==> src/rtl/jdc_pkg.sv <==
// Shared types, constants and lookup functions for the day number to date converter.
`default_nettype none
package jdc_pkg;

	localparam int unsigned JDC_LATENCY = 12;

	localparam logic [14:0] JD_OFFSET   = 15'd32044;
	localparam logic [17:0] DAYS_400Y   = 18'd146097;
	localparam logic [14:0] RECIP_400Y  = 15'd29398;
	localparam logic [10:0] DAYS_4Y     = 11'd1461;
	localparam logic [13:0] RECIP_4Y    = 14'd11483;
	localparam logic [7:0]  MONTH_SPAN  = 8'd153;
	localparam logic [8:0]  RECIP_SPAN  = 9'd428;
	localparam logic [6:0]  DAYS_100Y   = 7'd100;
	localparam logic [12:0] YEAR_BIAS   = 13'd4800;
	localparam logic [2:0]  DAYS_WEEK   = 3'd7;

	localparam logic [3:0] MON_FEB = 4'd2;
	localparam logic [3:0] MON_APR = 4'd4;
	localparam logic [3:0] MON_JUN = 4'd6;
	localparam logic [3:0] MON_SEP = 4'd9;
	localparam logic [3:0] MON_NOV = 4'd11;

	typedef struct packed {
		logic       zero;
		logic [5:0] wsum;
	} side_t;

	typedef struct packed {
		logic        vld;
		side_t       side;
		logic [7:0]  cent;
		logic [17:0] n2;
	} cent_t;

	typedef struct packed {
		logic       vld;
		side_t      side;
		logic [7:0] cent;
		logic [6:0] q;
		logic [8:0] e;
		logic [3:0] m;
	} yday_t;

	typedef struct packed {
		logic        vld;
		logic        date_valid;
		logic [15:0] year;
		logic [3:0]  month;
		logic [4:0]  day;
		logic [2:0]  weekday;
		logic        leap;
		logic [4:0]  mlen;
	} res_t;

	function automatic logic [8:0] month_start(input logic [3:0] m);
		logic [8:0] r;
		unique case (m)
			4'd0:    r = 9'd0;
			4'd1:    r = 9'd31;
			4'd2:    r = 9'd61;
			4'd3:    r = 9'd92;
			4'd4:    r = 9'd122;
			4'd5:    r = 9'd153;
			4'd6:    r = 9'd184;
			4'd7:    r = 9'd214;
			4'd8:    r = 9'd245;
			4'd9:    r = 9'd275;
			4'd10:   r = 9'd306;
			4'd11:   r = 9'd337;
			default: r = 9'd0;
		endcase
		return r;
	endfunction

	function automatic logic [4:0] month_len(input logic leap, input logic [3:0] month);
		logic [4:0] r;
		unique case (month) inside
			MON_APR, MON_JUN, MON_SEP, MON_NOV: r = 5'd30;
			MON_FEB:                            r = 5'd28 + 5'(leap);
			default:                            r = 5'd31;
		endcase
		return r;
	endfunction

endpackage
`default_nettype wire

==> src/rtl/jdc_cent_div.sv <==
// Offset, century division and remainder stages (pipeline stages 1 to 4).
`default_nettype none
module jdc_cent_div (
	input  logic            clk,
	input  logic            arst_n,
	input  logic            start,
	input  logic [22:0]     day_number,
	output jdc_pkg::cent_t  cent_o
);
	import jdc_pkg::*;

	logic        vld_s1, vld_s2, vld_s3, vld_s4;
	side_t       side_s1, side_s2, side_s3, side_s4;
	logic [25:0] n1_s1, n1_s2;
	logic [7:0]  est_s2, est_s3;
	logic [18:0] rem_s3;
	logic [7:0]  cent_s4;
	logic [17:0] n2_s4;

	logic [23:0] jdn_ext;
	logic [23:0] a_c;
	logic [5:0]  dsum_c;
	logic [40:0] prod1_c;
	logic [25:0] prod2_c;
	logic [25:0] rem_c;
	logic        ge_c;
	logic [18:0] rem_fix_c;

	assign jdn_ext = {1'b0, day_number};
	assign a_c     = jdn_ext + 24'(JD_OFFSET);

	always_comb begin
		dsum_c = 6'd1;
		for (int i = 0; i < 8; i++) begin
			dsum_c = dsum_c + 6'(jdn_ext[3*i +: 3]);
		end
	end

	assign prod1_c   = 41'(n1_s1) * 41'(RECIP_400Y);
	assign prod2_c   = 26'(est_s2) * 26'(DAYS_400Y);
	assign rem_c     = n1_s2 - prod2_c;
	assign ge_c      = rem_s3 >= 19'(DAYS_400Y);
	assign rem_fix_c = ge_c ? rem_s3 - 19'(DAYS_400Y) : rem_s3;

	always_ff @(posedge clk or negedge arst_n) begin
		if (!arst_n) begin
			vld_s1 <= 1'b0;
			vld_s2 <= 1'b0;
			vld_s3 <= 1'b0;
			vld_s4 <= 1'b0;
		end else begin
			vld_s1 <= start;
			vld_s2 <= vld_s1;
			vld_s3 <= vld_s2;
			vld_s4 <= vld_s3;
		end
	end

	always_ff @(posedge clk) begin
		side_s1 <= '{zero: (day_number == 23'd0), wsum: dsum_c};
		n1_s1   <= {a_c, 2'b11};

		side_s2 <= side_s1;
		n1_s2   <= n1_s1;
		est_s2  <= prod1_c[39:32];

		side_s3 <= side_s2;
		est_s3  <= est_s2;
		rem_s3  <= rem_c[18:0];

		side_s4 <= side_s3;
		cent_s4 <= est_s3 + 8'(ge_c);
		n2_s4   <= rem_fix_c[17:0] | 18'd3;
	end

	assign cent_o = '{vld: vld_s4, side: side_s4, cent: cent_s4, n2: n2_s4};

endmodule
`default_nettype wire

==> src/rtl/jdc_yday_div.sv <==
// Year-in-century and month divisions (pipeline stages 5 to 10).
`default_nettype none
module jdc_yday_div (
	input  logic           clk,
	input  logic           arst_n,
	input  jdc_pkg::cent_t cent_i,
	output jdc_pkg::yday_t yday_o
);
	import jdc_pkg::*;

	logic        vld_s5, vld_s6, vld_s7, vld_s8, vld_s9, vld_s10;
	side_t       side_s5, side_s6, side_s7, side_s8, side_s9, side_s10;
	logic [7:0]  cent_s5, cent_s6, cent_s7, cent_s8, cent_s9, cent_s10;
	logic [17:0] n2_s5;
	logic [6:0]  est2_s5, est2_s6;
	logic [11:0] rem2_s6;
	logic [6:0]  q_s7, q_s8, q_s9, q_s10;
	logic [8:0]  e_s7, e_s8, e_s9, e_s10;
	logic [10:0] n3_s7, n3_s8;
	logic [3:0]  est3_s8, est3_s9;
	logic [8:0]  rem3_s9;
	logic [3:0]  m_s10;

	logic [31:0] prod2_c;
	logic [17:0] back2_c;
	logic [17:0] rem2_c;
	logic        ge2_c;
	logic [11:0] rem2_fix_c;
	logic [8:0]  e_c;
	logic [19:0] prod3_c;
	logic [10:0] back3_c;
	logic [10:0] rem3_c;

	assign prod2_c    = 32'(cent_i.n2) * 32'(RECIP_4Y);
	assign back2_c    = 18'(est2_s5) * 18'(DAYS_4Y);
	assign rem2_c     = n2_s5 - back2_c;
	assign ge2_c      = rem2_s6 >= 12'(DAYS_4Y);
	assign rem2_fix_c = ge2_c ? rem2_s6 - 12'(DAYS_4Y) : rem2_s6;
	assign e_c        = rem2_fix_c[10:2];
	assign prod3_c    = 20'(n3_s7) * 20'(RECIP_SPAN);
	assign back3_c    = 11'(est3_s8) * 11'(MONTH_SPAN);
	assign rem3_c     = n3_s8 - back3_c;

	always_ff @(posedge clk or negedge arst_n) begin
		if (!arst_n) begin
			vld_s5  <= 1'b0;
			vld_s6  <= 1'b0;
			vld_s7  <= 1'b0;
			vld_s8  <= 1'b0;
			vld_s9  <= 1'b0;
			vld_s10 <= 1'b0;
		end else begin
			vld_s5  <= cent_i.vld;
			vld_s6  <= vld_s5;
			vld_s7  <= vld_s6;
			vld_s8  <= vld_s7;
			vld_s9  <= vld_s8;
			vld_s10 <= vld_s9;
		end
	end

	always_ff @(posedge clk) begin
		side_s5  <= cent_i.side;
		cent_s5  <= cent_i.cent;
		n2_s5    <= cent_i.n2;
		est2_s5  <= prod2_c[30:24];

		side_s6  <= side_s5;
		cent_s6  <= cent_s5;
		est2_s6  <= est2_s5;
		rem2_s6  <= rem2_c[11:0];

		side_s7  <= side_s6;
		cent_s7  <= cent_s6;
		q_s7     <= est2_s6 + 7'(ge2_c);
		e_s7     <= e_c;
		n3_s7    <= 11'({e_c, 2'b00}) + 11'(e_c) + 11'd2;

		side_s8  <= side_s7;
		cent_s8  <= cent_s7;
		q_s8     <= q_s7;
		e_s8     <= e_s7;
		n3_s8    <= n3_s7;
		est3_s8  <= prod3_c[19:16];

		side_s9  <= side_s8;
		cent_s9  <= cent_s8;
		q_s9     <= q_s8;
		e_s9     <= e_s8;
		est3_s9  <= est3_s8;
		rem3_s9  <= rem3_c[8:0];

		side_s10 <= side_s9;
		cent_s10 <= cent_s9;
		q_s10    <= q_s9;
		e_s10    <= e_s9;
		m_s10    <= est3_s9 + 4'(rem3_s9 >= 9'(MONTH_SPAN));
	end

	assign yday_o = '{vld: vld_s10, side: side_s10, cent: cent_s10, q: q_s10,
		e: e_s10, m: m_s10};

endmodule
`default_nettype wire

==> src/rtl/jdc_fields.sv <==
// Date field assembly, leap test, weekday and month length (pipeline stages 11 and 12).
`default_nettype none
module jdc_fields (
	input  logic           clk,
	input  logic           arst_n,
	input  jdc_pkg::yday_t yday_i,
	output jdc_pkg::res_t  res_o
);
	import jdc_pkg::*;

	logic        vld_s11, vld_s12;
	side_t       side_s11;
	logic [3:0]  month_s11;
	logic [4:0]  day_s11;
	logic [14:0] yb_s11;
	logic        leap_s11;
	res_t        res_s12;

	logic        wrap_c;
	logic [3:0]  month_c;
	logic [8:0]  day_c;
	logic [6:0]  y2_c;
	logic        hund_c;
	logic        y2_is_100_c;
	logic [1:0]  cent_lo_c;
	logic        leap_c;

	logic [15:0] year_c;
	logic [3:0]  f1_c;
	logic [3:0]  f2_c;
	logic [2:0]  wd_c;

	assign wrap_c      = yday_i.m >= 4'd10;
	assign month_c     = wrap_c ? yday_i.m - 4'd9 : yday_i.m + 4'd3;
	assign day_c       = yday_i.e - month_start(yday_i.m) + 9'd1;
	assign y2_c        = yday_i.q + 7'(wrap_c);
	assign y2_is_100_c = y2_c == DAYS_100Y;
	assign hund_c      = (y2_c == 7'd0) || y2_is_100_c;
	assign cent_lo_c   = yday_i.cent[1:0] + 2'(y2_is_100_c);
	assign leap_c      = (y2_c[1:0] == 2'd0) && (!hund_c || (cent_lo_c == 2'd0));

	assign year_c = {1'b0, yb_s11} - 16'(YEAR_BIAS);
	assign f1_c   = 4'(side_s11.wsum[5:3]) + 4'(side_s11.wsum[2:0]);
	assign f2_c   = 4'(f1_c[3]) + 4'(f1_c[2:0]);
	assign wd_c   = (f2_c >= 4'(DAYS_WEEK)) ? 3'(f2_c - 4'(DAYS_WEEK)) : f2_c[2:0];

	always_ff @(posedge clk or negedge arst_n) begin
		if (!arst_n) begin
			vld_s11 <= 1'b0;
			vld_s12 <= 1'b0;
		end else begin
			vld_s11 <= yday_i.vld;
			vld_s12 <= vld_s11;
		end
	end

	always_ff @(posedge clk) begin
		side_s11  <= yday_i.side;
		month_s11 <= month_c;
		day_s11   <= day_c[4:0];
		yb_s11    <= 15'(yday_i.cent) * 15'(DAYS_100Y) + 15'(y2_c);
		leap_s11  <= leap_c;

		if (side_s11.zero) begin
			res_s12 <= '0;
		end else begin
			res_s12 <= '{vld: 1'b0, date_valid: 1'b1, year: year_c, month: month_s11,
				day: day_s11, weekday: wd_c, leap: leap_s11,
				mlen: month_len(leap_s11, month_s11)};
		end
	end

	always_comb begin
		res_o     = res_s12;
		res_o.vld = vld_s12;
	end

endmodule
`default_nettype wire

==> src/rtl/julian_day_to_calendar_date_unit.sv <==
// Top level of the Julian day number to Gregorian date converter.
//
// Usage:
//   Drive day_number and raise start for one cycle per item. busy is always
//   low, so an item is taken at every rising edge where start is high; a new
//   item may follow in every cycle.
//   Each item returns one result after it passes all pipeline stages, with
//   done high for a single cycle. The result ports carry date_valid,
//   year_out, month_out, day_of_month, weekday_out, leap_flag and
//   month_length, and are meaningful only while done is high.
//   Throughput is one item per cycle. The stages come from three constant
//   divisions (centuries, years in the century, month of the year), each done
//   as a reciprocal multiply, a back multiply and a remainder correction in
//   separate stages, plus one stage that adds the day offset and two stages
//   that assemble the fields.
//   A day number of zero returns date_valid low and all other fields zero.
//   Reset clears the valid bits of all stages; items in flight are dropped.
//   The receiver cannot stall: a result is shown once and never held.
`default_nettype none
module julian_day_to_calendar_date_unit (
	input  logic               clk,
	input  logic               arst_n,
	input  logic               start,
	output logic               busy,
	input  logic [22:0]        day_number,
	output logic               done,
	output logic               date_valid,
	output logic signed [15:0] year_out,
	output logic [3:0]         month_out,
	output logic [4:0]         day_of_month,
	output logic [2:0]         weekday_out,
	output logic               leap_flag,
	output logic [4:0]         month_length
);
	import jdc_pkg::*;

	cent_t cent_w;
	yday_t yday_w;
	res_t  res_w;

	assign busy = 1'b0;

	jdc_cent_div u_cent_div (
		.clk        (clk),
		.arst_n     (arst_n),
		.start      (start),
		.day_number (day_number),
		.cent_o     (cent_w)
	);

	jdc_yday_div u_yday_div (
		.clk    (clk),
		.arst_n (arst_n),
		.cent_i (cent_w),
		.yday_o (yday_w)
	);

	jdc_fields u_fields (
		.clk    (clk),
		.arst_n (arst_n),
		.yday_i (yday_w),
		.res_o  (res_w)
	);

	assign done         = res_w.vld;
	assign date_valid   = res_w.date_valid;
	assign year_out     = res_w.year;
	assign month_out    = res_w.month;
	assign day_of_month = res_w.day;
	assign weekday_out  = res_w.weekday;
	assign leap_flag    = res_w.leap;
	assign month_length = res_w.mlen;

	a_latency: assert property (@(posedge clk) disable iff (!arst_n)
		start |-> ##JDC_LATENCY done)
		else $error("item taken without a result after the pipeline latency");

	a_no_extra: assert property (@(posedge clk) disable iff (!arst_n)
		!start |-> ##JDC_LATENCY !done)
		else $error("result strobe without a matching item");

	a_date_range: assert property (@(posedge clk) disable iff (!arst_n)
		done && date_valid |-> month_out >= 4'd1 && month_out <= 4'd12 &&
			day_of_month >= 5'd1 && day_of_month <= month_length)
		else $error("month or day out of range");

	a_zero_item: assert property (@(posedge clk) disable iff (!arst_n)
		done && !date_valid |-> year_out == 16'sd0 && month_out == 4'd0 &&
			day_of_month == 5'd0 && weekday_out == 3'd0 && !leap_flag &&
			month_length == 5'd0)
		else $error("invalid item with nonzero fields");

	a_feb_len: assert property (@(posedge clk) disable iff (!arst_n)
		done && date_valid && month_out == MON_FEB |->
			month_length == 5'd28 + 5'(leap_flag))
		else $error("february length disagrees with leap flag");

endmodule
`default_nettype wire
==> config.mk <==
export PLATFORM = sky130hd
export DESIGN_NAME = julian_day_to_calendar_date_unit
export DESIGN_NICKNAME = d
export VERILOG_FILES = /design/src/rtl/jdc_pkg.sv /design/src/rtl/jdc_cent_div.sv /design/src/rtl/jdc_yday_div.sv /design/src/rtl/jdc_fields.sv /design/src/rtl/julian_day_to_calendar_date_unit.sv
export SDC_FILE = /design/constraint.sdc
export NUM_CORES = 2
export LEC_CHECK = 0
export ABC_AREA = 1
export BUFFER_PORTS_ARGS = -buffer_cell sky130_fd_sc_hd__buf_2
export CAP_MARGIN = 20
export CORE_MARGIN = 1
export CORE_UTILIZATION = 40
export CTS_CLUSTER_DIAMETER = 100
export DETAILED_ROUTE_END_ITERATION = 8
export PLACE_DENSITY_LB_ADDON = 0.12
export SYNTH_ARGS = -nofsm -noshare
export SYNTH_HDL_FRONTEND = slang
export SYNTH_SLANG_ARGS = --single-unit
==> constraint.sdc <==
create_clock -name clk -period 5.6 [get_ports clk]
set_input_delay 0.84 -clock clk [delete_from_list [all_inputs] [get_ports clk]]
set_output_delay 0.84 -clock clk [all_outputs]
set_load 0.01 [all_outputs]
* Yosys cells after proc, flatten, opt, wreduce, memory -nomap -nowiden
Memory sizes are Yosys's and may differ from the RTL's. A register that Yosys moved wholly into a read port is not among the register bits.
Index checks and enable logic that the tools add are counted.
** Storage, ports and cells
- Bits in registers :: 422
- Bits in read-only memories :: 144
- Memories :: 1
- Word-level logic and storage cells :: 141
- Input bits :: 26
** Memory list
- (no name shown) :: depth 16, width 9, rd ports 1, clocked after Yosys merged registers in 1, write ports 0, RTL line jdc_pkg.sv:58 : unique case (m)
** Cells by class
- Equal/unequal tests :: 6
- $lt $le $gt $ge :: 5
- Mux-type cells :: 6
- Multiply operators :: 7
- Reductions and logical operators :: 9
- Add/subtract/negate cells :: 31
** Operators by type and width (number)
- $mul A26 B14 Y39 const B :: 1
- $add A6 B3 Y6 :: 6
- $mux W35 :: 1
- $mul A18 B14 Y31 const B :: 1
- $add A23 B15 Y24 const B :: 1
- $logic_not A23 Y1 :: 1
- $ge A19 B18 Y1 const B :: 1
- $mul A8 B18 Y19 const B :: 1
- $sub A19 B19 Y19 :: 1
- $mul A11 B7 Y18 const B :: 1
- $mux W18 :: 1
- $sub A18 B18 Y18 const B :: 1
- $sub A15 B13 Y16 const B :: 1
- $add A15 B7 Y15 :: 1
- $add A7 B1 Y7 :: 2
- $mul A8 B5 Y13 const B :: 1
- $ge A12 B11 Y1 const B :: 1
- $mul A7 B11 Y12 const B :: 1
- $sub A12 B12 Y12 :: 1
- $add A11 B2 Y11 const B :: 1
- $add A11 B9 Y11 :: 1
- $mux W11 :: 1
- $sub A11 B11 Y11 const B :: 1
- $pmux W5 S2 :: 1
- other kinds (30) :: 34

* Depth between registers and ports, before layout
- Depth after elaboration :: 8
- Gate-level depth with buffers :: 23
- Gate-level depth less buffers :: 23

* Modules after synthesis
A second synthesis with hierarchy kept.
** Unflattened totals
- Cell total of the unflattened synthesis :: 3643
- Area total of the unflattened synthesis :: 32814.0 um^2
** By module, submodules not included
- jdc_cent_div :: area an instance 14590.2 um^2, seq. area each 2662.6 um^2, instances 1, cells each 1748
- jdc_yday_div :: area an instance 14543.9 um^2, seq. area each 4774.6 um^2, instances 1, cells each 1461
- jdc_fields :: area an instance 3668.5 um^2, seq. area each 1351.3 um^2, instances 1, cells each 432
- julian_day_to_calendar_date_unit :: area an instance 11.3 um^2, seq. area each 0.0 um^2, instances 1, cells each 2

* Least setup slack after synthesis
OpenSTA, ideal clock, no wires.
- Path type :: reg2reg
- From :: register u_cent_div.n1_s1[2]
- To :: register u_cent_div.est_s2[6]
- Data required time :: 5488 ps
- Period minus slack after synthesis :: 5141 ps
- Cell stages (with the launch flop) :: 20
- Slack :: 459 ps
- Buffers on the path :: 0
- Data arrival time :: 5029 ps
- Cell sequence :: dfxtp_1 > inv_1 > fa_1 > inv_1 > fa_1 > inv_1 > fa_1 > fa_1 > inv_1 > fa_1 > fa_1 > ha_1 > nand2_1 > nor2_1 > o21ai_0 > o211ai_1 > o21ai_0 > nand2_1 > nand2_1 > nand2_1
** Between the ends
- Word-level cells in the longest chain between the ends :: 1
** RTL lines
- start, declared :: RTL line jdc_cent_div.sv:14 : logic [25:0] n1_s1, n1_s2;
- start signal, assigned :: RTL line jdc_cent_div.sv:61 : n1_s1 <= {a_c, 2'b11};
- $mul A26 B14 Y39 :: RTL line jdc_cent_div.sv:39 : assign prod1_c = 41'(n1_s1) * 41'(RECIP_400Y);
- via u_cent_div.prod1_c[38] :: RTL line jdc_cent_div.sv:23 : logic [40:0] prod1_c;
- end signal, assigned :: RTL line jdc_cent_div.sv:65 : est_s2 <= prod1_c[39:32];
- end, declared :: RTL line jdc_cent_div.sv:15 : logic [7:0] est_s2, est_s3;
The timed path passes the listed nets, and every way through them passes these cells.
A chain may end at the register's enable or synchronous reset.

* Worst setup path in the final report
- From :: register u_cent_div.n1_s1[4]
- To :: register u_cent_div.est_s2[6]
Same word-level chain as after synthesis.

==> impl_results.md <==
- FMAX: 191 MHz
- Post-synth ARST share: 0.0284
- Routability Congestion: ~0.88
- Number of enable flip-flop cells after synthesis: 0
- Clock Tree Root: clkbuf_16
- Hold Path Class: in2async
- RSZ-0062 raised after global routing: no
- Max Cap Viol: 0
- Layout area overhead: 10.8%
- I/O pin count: 63
- Die Area: between 70000 and 80000 um2
- CTS Sinks: 423
- Primary FF master, synth: dfxtp_1
- Register area share after synthesis: 0.272
- Maximum fanout along the worst path: 4
- Total number of vias: 20428
- WL final: around 63000 um
- WS Path Type: reg2reg
- Chip width: approximately 280 um
- Net Count, Synth: ~4200
- Synth Instances: 3318
- Antenna Violating Nets Remaining: 0
- # fillers: 7660
- Skew-Pair Late Insertion Delay: 0.60 ns
- CTS buffer count: 48
- DRT iter0 DRCs: around 760
- CTS Hold Buffers Added: 0
- Fin. max-slew vios: 0
- Skew final: between 0.02 and 0.025 ns
- Worst Tran Pin Value: roughly 0.95 ns
- Tcrit/Tclk final: 0.936
- Startpoint types: flip-flop
- Routed len/inst: roughly 14 um
- Synth cell types: 53
- Rows: slightly above 100
- Nets: roughly 4300
- Final Hold Viols: 0
- CTS tree: done
- Vias in the first global route: about 21000
- Initial Utilization: 0.405
- Clk slew on worst S/H paths: around 0.060 ns
- Reg area: around 8500 um2
- Chip height: ~280 um
- Multi-input logic area: around 20000 um2
- Layout cells sized above 1: 0.0605
- Vias per cell: around 4.5
- DRC errors left: 0
- Post-CTS Setup Bufs: 0
- Relative slew margins: 0.368
- Initial antenna violation count: 1
- Synthesized flop and latch total: approximately 420
- Core ar.: between 70000 and 80000 um2
- Min cycle time layout: 5.24 ns
- Overflow after GRT: 0
- Critical path arrival: between 5 and 6 ns
- Setup TNS Final: 0 ns
- Critical Path End Type: flip-flop
- Largest net degree at the start of global routing: 29
- Final setup viols: 0
- H-tree levels: 2
- I/O Buffers: just over 60
- First-pass GRT wire length: between 100000 and 150000 um
- Clock Tree Buf Depth: 3
- Critical Path RT: just over 6 ns
- Global Route Usage Sum: 0.169
- Syn Area/Cell: roughly 9.5 um2
- Pre-antenna DRT Iters: 5
- Synth Cell Area: approximately 31000 um2
- PostCTS Resize Cnt: 0
- Ys Warns: 0
- DP Wirelength: about 53000 um
- ANT cells: 0
- Status: complete, no violations
critical path, stage by stage, from the launching register on:
cell	delay (ns)
dfxtp_1	0.34
inv_1	0.13
fa_1	0.60
inv_1	0.11
fa_1	0.51
inv_1	0.05
fa_1	0.51
fa_1	0.56
inv_1	0.06
fa_1	0.56
fa_1	0.43
ha_1	0.33
nand2_1	0.16
nor2_1	0.09
o21ai_0	0.16
o211ai_1	0.11
o21ai_0	0.23
nand2_1	0.08
nand2_1	0.06
nand2_1	0.05
synthesized netlist by cell type, types with 2 or more instances:
cell type / number / area share
inv_1: 850 / 0.10
ha_1: 511 / 0.20
dfxtp_1: 411 / 0.26
fa_1: 348 / 0.22
nand2_1: 343 / 0.041
a21oi_1: 146 / 0.023
nor2_1: 145 / 0.017
xor2_1: 108 / 0.030
nand3_1: 90 / 0.014
o21ai_0: 71 / 0.011
xnor2_1: 51 / 0.014
nand4_1: 38 / 0.0076
nor3_1: 31 / 0.0049
a21o_1: 23 / 0.0055
a31oi_1: 14 / 0.0028
o21bai_1: 14 / 0.0033
dfrtp_1: 12 / 0.0096
o21ai_1: 10 / 0.0016
nor4_1: 8 / 0.0016
or2_1: 8 / 0.0016
o211ai_1: 7 / 0.0017
o21a_1: 7 / 0.0017
nand2_2: 6 / 0.0012
nor2_2: 6 / 0.0012
nand3_2: 5 / 0.0016
inv_2: 4 / 0.00048
nand3b_1: 4 / 0.00096
o21ai_2: 4 / 0.0011
o31ai_1: 4 / 0.00096
or2_2: 4 / 0.00080
a211oi_1: 3 / 0.00072
a21boi_0: 3 / 0.00072
buf_4: 3 / 0.00072
clkbuf_1: 3 / 0.00036
nor3_2: 3 / 0.00096
a21oi_2: 2 / 0.00056
nor3b_1: 2 / 0.00048
logic make-up after synthesis:
| family | after synthesis | synth area share |
|---|---|---|
| buffers and inverters | 861 | 0.104 |
| adder cells (fa/ha/maj) | 859 | 0.425 |
| AND/OR/NAND/NOR | 701 | 0.0977 |
| flip-flops | 423 | 0.272 |
| AO/OA/AOI/OAI | 313 | 0.0569 |
| XOR/XNOR | 160 | 0.0449 |
| other | 1 | 0.000119 |
sequential cells by signal, summed over array words and instances, names as in the netlist, 9 cells and up, named ones only:
name,count
u_cent_div.n1_s1,24
u_cent_div.n1_s2,17
u_cent_div.n2_s4,16
u_cent_div.rem_s3,19
u_fields.res_o,33
u_fields.yb_s11,15
u_yday_div.n2_s5,10
u_yday_div.n3_s7,10
u_yday_div.rem2_s6,12
u_yday_div.rem3_s9,9
layout by cell type, fill, tap and decap left out, drive strengths merged:
cell type  count
inv          858
ha           511
dfxtp        411
nand2        350
fa           348
nor2         152
a21oi        149
xor2         108
nand3         95
buf           91
o21ai         85
clkbuf        63
xnor2         52
nand4         38
nor3          34
a21o          23
o21bai        14
a31oi         14
or2           13
dfrtp         12
clkinv        11
nor4           9
o21a           7
o211ai         7
clkinvlp       6
nand3b         4
o31ai          4
a21boi         3
a211oi         3
bufinv         3
nor3b          2
and2           2
nor2b          1
a221oi         1
a211o          1
o311a          1
a32oi          1
and3           1
conb           1
area by class of cell:
cell class	instances	share of cell area
Multi-Input combinational cell	2034	0.564
Sequential cell	423	0.245
Inverter	854	0.0921
Clock buffer	63	0.0382
Tap cell	1040	0.0374
Timing Repair Buffer	91	0.0152
Clock inverter	24	0.00812
path summary, 6_finish.rpt:
path	start	slack, ns	cells past startpoint	endpoint
min	arst_n	0.13	1	u_yday_div.vld_s9$_DFF_PN0_
max reg2reg	u_cent_div.n1_s1[4]$_DFF_P_	0.36	19	u_cent_div.est_s2[6]$_DFF_P_
min in group clk	u_yday_div.q_s8[1]$_DFF_P_	0.31	0	u_yday_div.q_s9[1]$_DFF_P_
max	u_cent_div.n1_s1[4]$_DFF_P_	0.36	19	u_cent_div.est_s2[6]$_DFF_P_
min reg2reg	u_yday_div.q_s8[1]$_DFF_P_	0.31	0	u_yday_div.q_s9[1]$_DFF_P_
max in group asynchronous	arst_n	5.26	1	u_yday_div.vld_s7$_DFF_PN0_
metal layers:
metal	vias up	global-route usage	share of wire
met1	9563	0.241	0.50
met2	248	0.271	0.44
li1	10547	-	-
met4	0	0.0370	0.018
met3	70	0.0251	0.037
met5	-	0	0
metrics by stage:
step	hold WS, ns	cell area (um2)	cells	util	worst slack (ns)
finish	0.126	34800	4529	0.449	0.359
global route	0.118	34800	4529	0.449	0.0635
CTS	0.0925	34800	4529	0.449	0.183
detailed placement	0.312	33200	4442	0.428	0.207
global placement	0.311	33200	4442	0.428	0.258
floorplan	0.310	31400	3318	-	0.459
Power is left out: the tool's default activity adds up to more than one toggle a clock period on the data nets, which glitch-free logic cannot reach.
